===== src/wcd_pkg.sv =====
// ----------------------------------------------------------------------------
// wcd_pkg
// Shared types and constants for the windowed convergence detector.
// ----------------------------------------------------------------------------
package wcd_pkg;

    localparam int MAX_WINDOW = 32;
    localparam int COST_BITS  = 32;
    localparam int RING_DEPTH = 2 * MAX_WINDOW;
    localparam int PTR_W      = $clog2(RING_DEPTH);
    localparam int SUM_W      = COST_BITS + $clog2(MAX_WINDOW);
    localparam int WIN_W      = 6;
    localparam int FRAC_W     = 16;
    localparam int CNT_W      = 16;
    localparam int CFG_IDX_W  = 3;
    localparam int CFG_DATA_W = 16;

    localparam logic [CFG_IDX_W-1:0] REG_MODE     = 3'd0;
    localparam logic [CFG_IDX_W-1:0] REG_WINDOW   = 3'd1;
    localparam logic [CFG_IDX_W-1:0] REG_MIN_IMPR = 3'd2;
    localparam logic [CFG_IDX_W-1:0] REG_GAP_LIM  = 3'd3;
    localparam logic [CFG_IDX_W-1:0] REG_MIN_ITER = 3'd4;

    typedef logic [COST_BITS-1:0] cost_t;
    typedef logic [PTR_W-1:0]     ptr_t;

    typedef struct packed {
        logic  restart;
        cost_t upper_cost;
        cost_t lower_cost;
        logic  upper_usable;
    } in_t;

    typedef struct packed {
        logic             converged;
        logic [CNT_W-1:0] iterations_seen;
    } out_t;

    typedef struct packed {
        logic  en;
        ptr_t  addr;
        cost_t data;
    } ring_wr_t;

    typedef struct packed {
        logic en;
        ptr_t addr_a;
        ptr_t addr_b;
    } ring_rd_t;

endpackage


===== src/wcd_ring.sv =====
// ----------------------------------------------------------------------------
// wcd_ring
// Sample history: one write port, two read ports with registered read data.
// ----------------------------------------------------------------------------
module wcd_ring
    import wcd_pkg::*;
(
    input  logic     aclk,
    input  ring_wr_t wr,
    input  ring_rd_t rd,
    output cost_t    rd_data_a,
    output cost_t    rd_data_b
);

    cost_t mem [RING_DEPTH];
    cost_t rd_data_a_reg;
    cost_t rd_data_b_reg;

    always_ff @(posedge aclk) begin
        if (wr.en) begin
            mem[wr.addr] <= wr.data;
        end
    end

    always_ff @(posedge aclk) begin
        if (rd.en) begin
            rd_data_a_reg <= mem[rd.addr_a];
            rd_data_b_reg <= mem[rd.addr_b];
        end
    end

    assign rd_data_a = rd_data_a_reg;
    assign rd_data_b = rd_data_b_reg;

endmodule


===== config.mk =====
export PLATFORM = sky130hd
export DESIGN_NAME = wcd_ring
export DESIGN_NICKNAME = d
export VERILOG_FILES = /design/src/wcd_pkg.sv /design/src/wcd_ring.sv
export SDC_FILE = /design/constraint.sdc
export NUM_CORES = 2
export LEC_CHECK = 0
export BUFFER_PORTS_ARGS = -buffer_cell sky130_fd_sc_hd__clkbuf_2
export CAP_MARGIN = 10
export CORE_AREA = 5 5 524 474
export DETAILED_ROUTE_END_ITERATION = 16
export DIE_AREA = 0 0 529 479
export PLACE_DENSITY = 0.54
export SLEW_MARGIN = 20
export SYNTH_ARGS = -nofsm -noshare
export SYNTH_HDL_FRONTEND = slang
export SYNTH_SLANG_ARGS = --single-unit

===== constraint.sdc =====
create_clock -name aclk -period 6.93 [get_ports aclk]
set_input_delay 1.386 -clock aclk [delete_from_list [all_inputs] [get_ports aclk]]
set_output_delay 1.386 -clock aclk [all_outputs]
set_load 0.05 [all_outputs]

==> run summary <==
Status: completed
Number of synthesized flops with an enable pin: 2112
Top post-synthesis cells by area: edfxtp_1 66%, mux4_2 26%, mux2i_1 2.1%
Hold Vio Cnt, Final: 0
GR Overflow Total: 0
Global-route wire length before repair: 445 mm
FF+latch count, synth: 2112
Final Skew: 30.5 ps
Top FF cell, synth: edfxtp_1
Max Fclk: 0.239 GHz
Leak pwr: 33.8 nW
Tot GR Track Use: 25.4%
Worst-Margin Slew: 1230 ps
Die Ht: 479 µm
Critical path, cell by cell: buf_8 > buf_4 > buf_4 > mux4_2 > mux4_2 > o22ai_1 > a21oi_1
VDD IR max: 0.280 mV
Layout net count: 4673
Crit path arrival time: 4760 ps
Post-synthesis sequential area ratio: 65.9%
CP startpoint kind: input port
Avg Inst Size Synth: 21.8 µm²
Dpl ws: 2010 ps
Max Cap Viol: 0
Yosys top cell area share: 65.9%
H-tree Lvls: 4
CTS Buf Count: 225
Hold/Removal Path Class: register to register
Pin count of the biggest net entering global routing: 111
Post-route minimum period: 4180 ps
Initial antenna violation count: 31
Syn_nets: 4465
Setup Buffers After CTS: 0
Vias in the first global route: 52.8k
WHS: 1000 ps
Final core occ: 44.9%
Routability cong.: 0.804
Slowest CP cell: buf_8
Initial Util: 39.7%
Worst EP required: 7510 ps
Setup ws final: 2750 ps
Routed WL per cell: 40.3 µm
Commonest cells in the synthesized netlist: 2112 x edfxtp_1, 1124 x mux4_2, 204 x mux2i_1, 135 x clkbuf_1, 121 x buf_2
Fin. max-slew vios: 0
Setup_tns: 0 ps
WS Path Type: input port to register
Synth unique cells: 37
Dpl cell area: 0.102 mm²
Async SR Flop Fraction: 0%
Pwr Density: 261 mW/mm²
Synth warn: 0
Final setup vio count: 0
Ports: 117
RSZ-0062 raised after global routing: false
Hold buffer count at CTS: 0
I/O Buffers: 116
Vias: 52.6k
Final period util: 60.3%
Site row count: 172
Via-to-Cell Ratio: 6.54
Drt first pass iters: 5
Finished Cell Area: 0.109 mm²
Max Buffers Root-to-Sink: 3
Count leader, synth: edfxtp_1
Die Wd: 529 µm
Clk Latency, worst-skew pair: 870 ps
Worst setup EP type: register
Crit path max fanout: 87
Post-CTS sizing: 0
Mapped cell area: 0.0963 mm²
Core Area: 0.243 mm²
Area delta synth->final: 13.1%
Max reg flops: 2048
DPL Wire Length: 188 mm
Total clock sinks: 2112
Syn Inst Count: 4412
Slew Limit Headroom: 18.1%
Synth area leader: edfxtp_1
Share of cells above drive strength 1: 39.2%
Critical Path Max Stage Delay: 690 ps
CTS root buf: clkbuf_16
WL final: 324 mm
DRC violations left: 0
Initial drt markers: 6922
Antenna Nets Post-Route: 0
Worst-path clk slew: 60 ps
Die area: 0.253 mm²
CTS tree: built
[worst max-delay path: cells and delay by family]
kind | cells | cell delay (ps)
compound gates | 2 | 730
buf+inv | 3 | 1630
mux | 2 | 910
[placed cells by master (no fill, tap or decap), types with 8 or more instances in the layout]
| master | count |
|---|---|
| buf_12 | 31 |
| o211ai_1 | 27 |
| clkbuf_16 | 229 |
| nor2_4 | 63 |
| nand3_1 | 9 |
| clkbuf_2 | 102 |
| edfxtp_1 | 2112 |
| nand2_1 | 91 |
| inv_6 | 8 |
| clkinv_1 | 64 |
| a221oi_1 | 13 |
| a21oi_1 | 58 |
| a211oi_1 | 15 |
| buf_4 | 179 |
| clkinv_2 | 43 |
| nor2b_1 | 14 |
| o22ai_1 | 55 |
| nor2_1 | 30 |
| o32a_1 | 9 |
| o221ai_1 | 16 |
| clkinvlp_4 | 10 |
| mux4_2 | 1124 |
| a22oi_1 | 85 |
| mux2i_1 | 204 |
| clkbuf_1 | 37 |
| a32oi_1 | 9 |
| bufinv_16 | 17 |
| o21ai_0 | 18 |
| o21ai_1 | 31 |
| mux2_2 | 36 |
[per-layer routing]
metal  part of all wire (%)  GRT usage, %  up-vias
met1                     41          36.6    29200
met2                     46          38.5     2803
met4                    3.1          7.46       12
met3                    9.9          6.49      498
met5                  0.028             0        -
li1                       -             -    20000
[final timing paths]
check	start	endpoint	slack (ps)	depth (start not counted)
setup / recovery	rd[1]	rd_data_b[31]$_DFFE_PP_	2750	7
hold / removal	mem[62][25]$_DFFE_PP_	rd_data_b[25]$_DFFE_PP_	1000	5
setup reg to reg	mem[31][20]$_DFFE_PP_	rd_data_a[20]$_DFFE_PP_	4110	5
hold reg to reg	mem[62][25]$_DFFE_PP_	rd_data_b[25]$_DFFE_PP_	1000	5
[report_power, final]
part | internal, W | switching, W | total, W | leakage (nW)
registers | 0.0142 | 0.0000861 | 0.0143 | 19.1
logic | 0.000930 | 0.00153 | 0.00246 | 11.3
clock network | 0.00664 | 0.00508 | 0.0117 | 3.46
total | 0.0218 | 0.00670 | 0.0285 | 33.8
[metrics by stage]
stage	total power, W	std cells
CTS	0.0287	8025
detailed placement	0.0170	7610
floorplan	0.0160	4412
global placement	0.0170	7607
finish	0.0285	8033
global route	0.0293	8030
[area by class of cell]
| type | instances | area [µm²] |
|---|---|---|
| Sequential cell | 2112 | 63400 |
| Tap cell | 3219 | 4030 |
| Inverter | 1 | 3.75 |
| Clock buffer | 266 | 5870 |
| Fill cell | 20400 | 134000 |
| Clock inverter | 149 | 1210 |
| Timing Repair Buffer | 328 | 2730 |
| Multi-Input combinational cell | 1952 | 31700 |
| Antenna cell | 6 | 15.0 |
[logic make-up (layout without fill, tap and decap cells)]
family / Yosys count / in the layout / synth area share, %
DFF: 2112 / 2112 / 65.9
muxes: 1364 / 1364 / 28.8
buffers and inverters: 348 / 744 / 1.81
AOI/OAI and AO/OA: 340 / 340 / 2.38
and+or+nand+nor: 248 / 248 / 1.13
other: 0 / 6 / 0
No activity file was read; power rests on OpenSTA's default activity.
